File: src/sv/igfr_pkg.sv
// Package: widths, constants and defaults of the idle-gap frame receiver
package igfr_pkg;
	localparam int BUFFER_DEPTH_DEF = 64;
	localparam int IN_TDATA_W       = 8;
	localparam int OUT_TDATA_W      = 24;
	localparam int APB_ADDR_W       = 3;
	localparam int APB_DATA_W       = 32;
	localparam int GAP_W            = 16;
	localparam int BYTE_W           = 8;
	localparam int INDEX_W          = 6;
	localparam int LENGTH_W         = 7;
	localparam logic [GAP_W-1:0] IDLE_RELOAD = 16'd60000;
	localparam logic [GAP_W-1:0] GAP_RESET   = 16'd5;
	localparam logic OP_BYTE = 1'b0;
	localparam logic OP_TICK = 1'b1;
endpackage

File: src/sv/igfr_ram.sv
// Generic simple dual-port RAM with registered read
module igfr_ram #(
	parameter int WIDTH = 8,
	parameter int DEPTH = 64,
	localparam int AW = (DEPTH > 1) ? $clog2(DEPTH) : 1
) (
	input  logic             clk,
	input  logic             we,
	input  logic [AW-1:0]    waddr,
	input  logic [WIDTH-1:0] wdata,
	input  logic [AW-1:0]    raddr,
	output logic [WIDTH-1:0] rdata
);
	logic [WIDTH-1:0] mem_q [DEPTH];
	logic [WIDTH-1:0] rdata_q;

	always_ff @(posedge clk) begin
		if (we) begin
			mem_q[waddr] <= wdata;
		end
		rdata_q <= mem_q[raddr];
	end

	assign rdata = rdata_q;
endmodule

File: src/sv/idle_gap_frame_receiver_top.sv
// Top level: idle-gap frame receiver
//
// Input stream: one word per received byte (tuser = 0, byte in tdata) or per
// timer tick (tuser = 1). Bytes go into a buffer of BUFFER_DEPTH entries and
// reload a gap countdown from gap_ticks; a byte that finds the buffer full is
// dropped. Each tick decrements the countdown through one shared decrement
// and zero-compare unit. When it reaches zero, the held bytes leave on the
// output stream as one frame, one word per byte, tlast on the final byte,
// and the countdown reloads with 60000.
// Byte and tick words are accepted back to back while no frame is being sent. A tick
// that ends a frame holds s_axis_tready low until its final byte is taken,
// including output stall time: each byte passes through a buffer read state and
// an output state, set by the single registered read port of the buffer.
// A stall on m_axis_tready holds the current output word and the sequencer.
// gap_ticks is written over APB at addresses 0 to 3; pready is always high.
// Reset clears the byte count, loads the countdown with 60000 and gap_ticks
// with 5; buffer contents are not cleared.
module idle_gap_frame_receiver_top #(
	parameter int BUFFER_DEPTH = igfr_pkg::BUFFER_DEPTH_DEF
) (
	input  logic                              clk,
	input  logic                              arst_n,
	input  logic                              s_axis_tvalid,
	output logic                              s_axis_tready,
	input  logic [igfr_pkg::IN_TDATA_W-1:0]   s_axis_tdata,  // [7:0] rx_byte
	input  logic                              s_axis_tuser,  // [0] operation
	output logic                              m_axis_tvalid,
	input  logic                              m_axis_tready,
	// [7:0] frame_byte, [13:8] byte_index, [20:14] frame_length, [23:21] zero
	output logic [igfr_pkg::OUT_TDATA_W-1:0]  m_axis_tdata,
	output logic                              m_axis_tlast,
	input  logic                              psel,
	input  logic                              penable,
	input  logic                              pwrite,
	input  logic [igfr_pkg::APB_ADDR_W-1:0]   paddr,
	input  logic [igfr_pkg::APB_DATA_W-1:0]   pwdata,
	output logic [igfr_pkg::APB_DATA_W-1:0]   prdata,
	output logic                              pready
);
	localparam int IDX_W = (BUFFER_DEPTH > 1) ? $clog2(BUFFER_DEPTH) : 1;
	localparam int CNT_W = $clog2(BUFFER_DEPTH + 1);
	localparam logic [CNT_W-1:0] DEPTH_CNT = CNT_W'(BUFFER_DEPTH);

	localparam logic [1:0] S_IDLE = 2'd0;
	localparam logic [1:0] S_LOAD = 2'd1;
	localparam logic [1:0] S_SEND = 2'd2;

	logic [1:0]                       state_q;
	logic [CNT_W-1:0]                 count_q;
	logic [IDX_W-1:0]                 idx_q;
	logic [igfr_pkg::GAP_W-1:0]       countdown_q;
	logic [igfr_pkg::GAP_W-1:0]       gap_q;
	logic [igfr_pkg::BYTE_W-1:0]      byte_q;

	logic                             in_acc;
	logic                             out_acc;
	logic                             cfg_wr;
	logic                             byte_ok;
	logic                             last_w;
	logic [igfr_pkg::GAP_W-1:0]       cd_dec;
	logic [igfr_pkg::GAP_W-1:0]       reload;
	logic                             ram_we;
	logic [IDX_W-1:0]                 ram_raddr;
	logic [igfr_pkg::BYTE_W-1:0]      ram_rdata;

	assign s_axis_tready = (state_q == S_IDLE);
	assign in_acc  = s_axis_tvalid && s_axis_tready;
	assign m_axis_tvalid = (state_q == S_SEND);
	assign out_acc = m_axis_tvalid && m_axis_tready;

	assign pready = 1'b1;
	assign cfg_wr = psel && penable && pwrite && pready && (paddr[2] == 1'b0);
	assign prdata = (paddr[2] == 1'b0) ?
		{{(igfr_pkg::APB_DATA_W - igfr_pkg::GAP_W){1'b0}}, gap_q} : '0;

	// shared countdown unit
	assign cd_dec  = countdown_q - igfr_pkg::GAP_W'(1);
	assign reload  = (gap_q == '0) ? igfr_pkg::GAP_W'(1) : gap_q;
	assign byte_ok = (countdown_q != '0) && (count_q < DEPTH_CNT);

	assign last_w = ((CNT_W'(idx_q) + CNT_W'(1)) == count_q);

	assign ram_we    = in_acc && (s_axis_tuser == igfr_pkg::OP_BYTE) && byte_ok;
	assign ram_raddr = (state_q == S_SEND) ? (idx_q + IDX_W'(1)) : '0;

	igfr_ram #(
		.WIDTH (igfr_pkg::BYTE_W),
		.DEPTH (BUFFER_DEPTH)
	) u_ram (
		.clk   (clk),
		.we    (ram_we),
		.waddr (count_q[IDX_W-1:0]),
		.wdata (s_axis_tdata[igfr_pkg::BYTE_W-1:0]),
		.raddr (ram_raddr),
		.rdata (ram_rdata)
	);

	always_ff @(posedge clk or negedge arst_n) begin
		if (!arst_n) begin
			state_q     <= S_IDLE;
			count_q     <= '0;
			idx_q       <= '0;
			countdown_q <= igfr_pkg::IDLE_RELOAD;
			gap_q       <= igfr_pkg::GAP_RESET;
		end else begin
			if (cfg_wr) begin
				gap_q <= pwdata[igfr_pkg::GAP_W-1:0];
			end
			case (state_q)
				S_IDLE: begin
					if (in_acc) begin
						if (s_axis_tuser == igfr_pkg::OP_BYTE) begin
							if (byte_ok) begin
								count_q     <= count_q + CNT_W'(1);
								countdown_q <= reload;
							end
						end else if (countdown_q != '0) begin
							if (cd_dec == '0) begin
								countdown_q <= igfr_pkg::IDLE_RELOAD;
								if (count_q != '0) begin
									idx_q   <= '0;
									state_q <= S_LOAD;
								end
							end else begin
								countdown_q <= cd_dec;
							end
						end
					end
				end
				S_LOAD: begin
					state_q <= S_SEND;
				end
				S_SEND: begin
					if (out_acc) begin
						if (last_w) begin
							count_q <= '0;
							state_q <= S_IDLE;
						end else begin
							idx_q   <= idx_q + IDX_W'(1);
							state_q <= S_LOAD;
						end
					end
				end
				default: begin
					state_q <= S_IDLE;
				end
			endcase
		end
	end

	always_ff @(posedge clk) begin
		if (state_q == S_LOAD) begin
			byte_q <= ram_rdata;
		end
	end

	assign m_axis_tdata = {
		{(igfr_pkg::OUT_TDATA_W - igfr_pkg::BYTE_W - igfr_pkg::INDEX_W
			- igfr_pkg::LENGTH_W){1'b0}},
		igfr_pkg::LENGTH_W'(count_q),
		igfr_pkg::INDEX_W'(idx_q),
		byte_q
	};
	assign m_axis_tlast = last_w;
endmodule

File: config.mk
export PLATFORM = sky130hd
export DESIGN_NAME = idle_gap_frame_receiver_top
export DESIGN_NICKNAME = d
export VERILOG_FILES = /design/src/sv/igfr_pkg.sv /design/src/sv/igfr_ram.sv /design/src/sv/idle_gap_frame_receiver_top.sv
export SDC_FILE = /design/constraint.sdc
export NUM_CORES = 1
export LEC_CHECK = 0
export BUFFER_PORTS_ARGS = -buffer_cell sky130_fd_sc_hd__buf_4
export CORE_UTILIZATION = 55
export DETAILED_ROUTE_END_ITERATION = 7
export PLACE_DENSITY = 0.73
export SKIP_LAST_GASP = 1
export SYNTH_ARGS = -nofsm -noshare
export SYNTH_HDL_FRONTEND = slang
export SYNTH_HIERARCHICAL = 1
export SYNTH_SLANG_ARGS = --single-unit
File: constraint.sdc
create_clock -name clk -period 9.3 [get_ports clk]
set_clock_uncertainty 0.1 [all_clocks]
set_input_delay 1.395 -clock clk [delete_from_list [all_inputs] [get_ports clk]]
set_output_delay 1.395 -clock clk [all_outputs]
set_load 0.01 [all_outputs]
; Word-level counts from Yosys, hierarchy flattened
; Memories as Yosys holds them, arrays and structs flattened. A register that Yosys moved wholly into a read port is not among the register bits.
; Index checks and enable logic that the tools add are counted.
; W data, S select, Z words.
[classes]
add_sub_neg = 4
magnitude_cmp = 1
n_eq_ne = 14
muxes = 31
n_bitwise = 2
reduce_logical = 19
[op_table]
columns = op, n
row1 = $mux W16, 6
row2 = $mux W6, 8
row3 = $mux W7, 5
row4 = $logic_not A16 Y1, 2
row5 = $ne A2 B1 Y1 const B, 9
row6 = $reduce_bool A16 Y1, 1
row7 = $sub A16 B1 Y16 const B, 1
row8 = $pmux W7 S2, 1
row9 = $mux W2, 6
row10 = $pmux W6 S2, 1
row11 = $reduce_and A6 Y1, 2
row12 = $logic_and A1 B1 Y1, 8
row13 = $reduce_and A8 Y1, 1
row14 = $add A6 B1 Y7 const B, 1
row15 = $add A7 B1 Y7 const B, 1
row16 = $eq A7 B7 Y1, 1
row17 = $lt A7 B7 Y1 const B, 1
row18 = $reduce_bool A7 Y1, 1
row19 = $add A6 B1 Y6 const B, 1
row20 = $pmux W2 S3, 1
row21 = $ne A2 B2 Y1 const B, 2
row22 = $reduce_and A4 Y1, 1
row23 = $reduce_bool A2 Y1, 2
row24 = $mux W1, 3
row25 = other kinds (4), 5
[word_totals]
reg_bits = 55
mem_bits_rw = 512
input_bits = 51
out_inout_bits = 60
elab_cells = 78
mem_count = 1
[mem_list]
columns = memory, depth, width, read_ports, rd_clocked_by_memory_dff, wr, line_no
row1 = u_ram.mem_q, 64, 8, 1, 1, 1, igfr_ram.sv:14  ; logic [WIDTH-1:0] mem_q [DEPTH];

; Longest topological paths before layout
[depth]
word_depth = 7
ltp_mapped = 13

; Modules after synthesis
; The synthesis kept the hierarchy.
[modules_own_cells]
columns = module, instances, cells_each, area_per_inst_um2, seq_area_each_um2
row1 = igfr_ram, 1, 940, 20166.8, 15534.9
row2 = idle_gap_frame_receiver_top, 1, 349, 3390.8, 1427.6

; Least setup slack after synthesis
; Ideal clock, no wire load.
[synth_timing]
path_type = input to register
startpoint = input s_axis_tuser
endpoint = memory u_ram.mem_q[62][0] (enable)
t_arrival_ns = 3.234
t_required_ns = 8.830
setup_slack_ns = 5.596
cell_stages = 5
path_buffers = 1
cell_sequence = clkbuf_1 > a2111oi_2 > nor2b_1 > nand3_1 > nor2_1
[synth_via]
elab_chain_len = 5
[synth_lines]
columns = element, line_no
row1 = start: declaration, idle_gap_frame_receiver_top.sv:26  ; input logic s_axis_tuser,
row2 = $not A1 Y1, n/a
row3 = $logic_and A1 B1 Y1 (2 in a row), idle_gap_frame_receiver_top.sv:83  ; assign ram_we = in_acc && (s_axis_tuser == igfr_pkg::OP_BYTE) && byte_ok;
row4 = named net ram_we, idle_gap_frame_receiver_top.sv:62  ; logic ram_we;
row5 = $mux W1, igfr_ram.sv:18  ; if (we) begin
row6 = $mux W1 (implied by the code), igfr_ram.sv:19  ; mem_q[waddr] <= wdata;
row7 = end: declaration, igfr_ram.sv:14
; The timed path passes the listed nets, and every way through them passes these cells.

; Worst setup path in the final report
[layout_timing]
startpoint = register state_q[0]
endpoint = register u_ram.rdata_q[4] (netlist: u_ram/rdata[4]) (read register of u_ram.mem_q)
[layout_via]
elab_chain_len = 2
[layout_lines]
columns = element, line_no
row1 = start: declaration, idle_gap_frame_receiver_top.sv:48  ; logic [1:0] state_q;
row2 = start signal: assignment, idle_gap_frame_receiver_top.sv:100  ; state_q <= S_IDLE;
row3 = start signal: assignment, idle_gap_frame_receiver_top.sv:122  ; state_q <= S_LOAD;
row4 = start signal: assignment, idle_gap_frame_receiver_top.sv:131  ; state_q <= S_SEND;
row5 = $eq A2 B2 Y1, idle_gap_frame_receiver_top.sv:84  ; assign ram_raddr = (state_q == S_SEND) ? (idx_q + IDX_W'(1)) : '0;
row6 = $mux W6, idle_gap_frame_receiver_top.sv:84
row7 = named net ram_raddr[1], idle_gap_frame_receiver_top.sv:63  ; logic [IDX_W-1:0] ram_raddr;
row8 = end: declaration, igfr_ram.sv:15  ; logic [WIDTH-1:0] rdata_q;
; The timed path passes the listed nets, and every way through them passes these cells.
; A chain may end at the register's enable or synchronous reset.

==> parameters.txt <==
Parameter                              Value

Clock network
  Clock network latency to the later pin of the worst-skew pair ... 620 ps
  Number of sinks driven by the clock tree ... about 580
  Post-CTS sizing ... 0
  Number of buffers inserted by post-CTS setup repair ... 0
  H-tree lvl count ... 2
  Maximum root-to-sink buffer count ... 3
  Number of buffers created by CTS ... between 50 and 60
  Hold bufs inserted after CTS ... 0
  Clock tree from TritonCTS ... built
  Root Buffer ... sky130_fd_sc_hd__clkbuf_16
  CTS clock-pin slew for the worst setup and hold paths ... 60 ps

Yosys
  Number of distinct library cells after synthesis ... between 70 and 80
  Syn Inst Count ... 1,289
  Post-synthesis sequential area ratio ... 72.0%
  Most common flop cell mapped by yosys ... sky130_fd_sc_hd__edfxtp_1
  Syn. warnings ... 6
  Proportion of synthesized flip-flops having asynchronous set or reset ... about 8.2%
  EDFF count, synth ... 520
  Library cell with the largest summed area after synthesis ... sky130_fd_sc_hd__edfxtp_1
  Flops & latches, synth ... 575
  Netlist area before placement ... ~24,000 um2
  Yosys top cell area share ... 66.3%
  Syn_area_per_cell ... 18.3 um2
  Cell types with the largest area share after synthesis ... sky130_fd_sc_hd__edfxtp_1, sky130_fd_sc_hd__mux4_2, sky130_fd_sc_hd__dfrtp_1

Setup path
  Worst endpoint required time ... 9670 ps
  Critical path capture point type ... flip-flop
  Type of origin of the critical path ... flip-flop
  Arrival time of data at the critical path endpoint ... 4740 ps
  Critical path fanouts, max ... 51
  Critical Path, Cell by Cell ... nand2b_1 > inv_1 > and2_4 > buf_4 > nand2b_1 > o221a_2 > nor3_1 > o32ai_1
  Crit path largest cell delay ... 710 ps
  Minimum setup slack among reg-to-reg paths ... 4930 ps
  Type of the worst setup path ... reg2reg
  Number of buffer and inverter stages on the critical path ... 2
  Family of cells with the greatest summed delay on the critical path ... simple AND/OR/NAND/NOR gates
  Critical path's most frequent cell ... sky130_fd_sc_hd__nand2b_1
  Cell type of the slowest stage on the worst timing path ... sky130_fd_sc_hd__and2_4

STA
  Number of pins exceeding their max-slew limit in the final report ... 0
  Number of hold violations in the final report ... 0
  Clock period minus worst slack ... ~4400 ps
  Share of the clock period used by the worst path after layout ... 47.0%
  Least-Margin Pin Slew ... 1360 ps
  Unrepaired setup endpoints after global routing ... false
  FMAX ... about 230 MHz
  Max transition margin ... about 8.9%
  Setup tns final ... 0 ps
  Count of final setup violators ... 0

Routing
  Post-DRT Antenna Nets ... 0
  Wire per inst ... between 20 and 30 um
  1st-pass router iterations ... 5
  DRT Wirelength ... 49,900 um
  DR DRC count ... 0
  Iter 0 DRT Violations ... roughly 1,400
  Average via count per standard cell ... 6.36
  Vias ... 12,400

Outcome
  Run status ... complete, no violations

Finish
  Register area ... roughly 17,000 um2
  Final net count ... approximately 1,400
  # fillers ... between 2,000 and 3,000
  Area Growth Syn to Fin ... 11.2%
  Multi-input gate area ... 6080 um2
  Layout cell share with drive strength beyond 1 ... 24.6%
  Ant diodes ... 0
  Finished layout cell area ... 26,200 um2

Die
  Die height ... 209 um
  Number of I/O pins ... 111
  Initial core utilization ... about 56%
  Core Box Area ... about 42,000 um2
  Die span in x ... 209 um
  Placement Rows ... 75
  Overall die area ... roughly 44,000 um2

Power and ir drop
  Total power draw ... 6.48 mW
  Maximum resistive drop on vdd ... 0.154 mV
  Pwr dens ... 247 nW/um2
  Leak pwr ... 8.28 nW

Placed design
  Final weighted congestion in routability-driven placement ... 0.852
  Post-detailed-placement cell area ... 24,400 um2
  Count of input and output buffers ... 72
  Placed wire-length estimate after detailed placement ... 29,300 um

GRT
  GR Util All Layers ... 23.6%
  Wire length of the first global-routing pass ... 76,500 um
  Maximum number of pins on one net before global-route repair ... 106
  Global route overflow ... 0
  Vias in the first global route ... 12,400
  Number of antenna violations at the first check in global routing ... 0

Min path
  Type of the tightest min-delay check ... reg2reg

Run
  Max-cap violations ... 0
==> metal layers <==
layer / routed length, um / GRT usage (%) / vias up / part of all wire [%]
met5: 0 / 0 / - / 0
li1: - / - / 5309 / -
met3: 4050 / 5.02 / 89 / 8.1
met2: 24000 / 36.7 / 554 / 48
met1: 20600 / 33.7 / 6426 / 41
met4: 1270 / 7.96 / 0 / 2.5
==> cells in the mapped netlist, types with 14 or more instances <==
| cell type | count |
|---|---|
| sky130_fd_sc_hd__mux2i_1 | 24 |
| sky130_fd_sc_hd__buf_2 | 16 |
| sky130_fd_sc_hd__nor3_1 | 14 |
| sky130_fd_sc_hd__clkbuf_1 | 28 |
| sky130_fd_sc_hd__mux4_2 | 126 |
| sky130_fd_sc_hd__edfxtp_1 | 520 |
| sky130_fd_sc_hd__inv_1 | 17 |
| sky130_fd_sc_hd__mux2_2 | 31 |
| sky130_fd_sc_hd__nand3_1 | 20 |
| sky130_fd_sc_hd__buf_4 | 33 |
| sky130_fd_sc_hd__a21oi_1 | 21 |
| sky130_fd_sc_hd__nor2b_1 | 30 |
| sky130_fd_sc_hd__nand2_1 | 34 |
| sky130_fd_sc_hd__nor2_1 | 115 |
| sky130_fd_sc_hd__dfrtp_1 | 38 |
| sky130_fd_sc_hd__o21ai_0 | 16 |
==> cell usage in the layout (no fill, tap or decap), drive strengths merged, types with 6 or more instances in the layout <==
cell type,count
nand2b,10
nand3,20
dfstp,9
inv,18
mux2,32
mux2i,24
buf,82
clkbuf,73
or4,8
a211oi,7
dfxtp,8
o22ai,13
o221ai,8
edfxtp,520
nor4,9
a221oi,6
nor3,14
nor2b,30
nand2,34
dfrtp,38
a21oi,21
a31oi,7
o2bb2ai,6
conb,20
xor2,6
mux4,126
clkinv,28
nor2,115
o21ai,21
==> per-stage QoR <==
step	hold WS (ps)	utilization (%)	setup WS, ps	instances
5_1_grt	305	62.2	4620	1946
4_1_cts	303	62.2	4970	1946
3_5_place_dp	293	57.9	4990	1840
6_report	300	62.2	4930	1946
2_1_floorplan	286	-	5600	1307
3_3_place_gp	290	57.9	5030	1840
==> state kept, by name (all words and copies together) (netlist names) <==
signal	count
u_ram/mem_q	512
state_q	2
count_q	7
countdown_q	16
idx_q	6
u_ram/rdata	8
byte_q	8
gap_q	16
==> report_power, final <==
group / switching, mW / total (mW) / leakage [nW] / internal [mW]
sequential: 0.174 / 3.13 / 5.31 / 2.96
combinational: 0.636 / 1.16 / 2.09 / 0.528
clock: 0.948 / 2.18 / 0.875 / 1.23
total: 1.76 / 6.48 / 8.28 / 4.72
==> worst register-to-register path, cell delays in order, from the launching register on <==
cell and delay [ps]:
sky130_fd_sc_hd__dfrtp_1 410, sky130_fd_sc_hd__nand2b_1 390, sky130_fd_sc_hd__inv_1 250, sky130_fd_sc_hd__and2_4 710, sky130_fd_sc_hd__buf_4 760, sky130_fd_sc_hd__nand2b_1 530, sky130_fd_sc_hd__o221a_2 410, sky130_fd_sc_hd__nor3_1 490
sky130_fd_sc_hd__o32ai_1 180
==> cell families (layout without fill, tap and decap cells) <==
logic type	count (synthesis)	after routing	synth area share, %
simple gates	270	270	5.67
compound gates	139	139	4.42
xor+xnor	11	11	0.409
flops	575	575	72.0
mux	182	182	14.6
fa+ha+maj	5	5	0.266
buf+inv	105	205	2.58
other cells	2	20	0.0319
==> cell type report <==
| cell class | count | share of cell area (%) |
|---|---|---|
| repair buffers | 82 | 2.40 |
| inverters | 17 | 0.244 |
| clock buffers | 73 | 5.76 |
| well taps | 539 | 2.58 |
| flip-flops and latches | 575 | 64.8 |
| clock inverters | 33 | 1.03 |
| multi-input cells | 627 | 23.2 |
==> path summary, 6_finish.rpt <==
check	startpoint	to	depth (start not counted)
max	state_q[0]$_DFFE_PN0P_	u_ram/rdata[4]$_DFF_P_	8
min	u_ram/rdata[3]$_DFF_P_	byte_q[3]$_DFFE_PN_	0
max reg2reg	state_q[0]$_DFFE_PN0P_	u_ram/rdata[4]$_DFF_P_	8
min reg2reg	u_ram/rdata[3]$_DFF_P_	byte_q[3]$_DFFE_PN_	0
max in group asynchronous	arst_n	count_q[5]$_DFFE_PN0P_	1
min in group asynchronous	arst_n	countdown_q[12]$_DFFE_PN0P_	1
(Power assumes the default switching activity.)
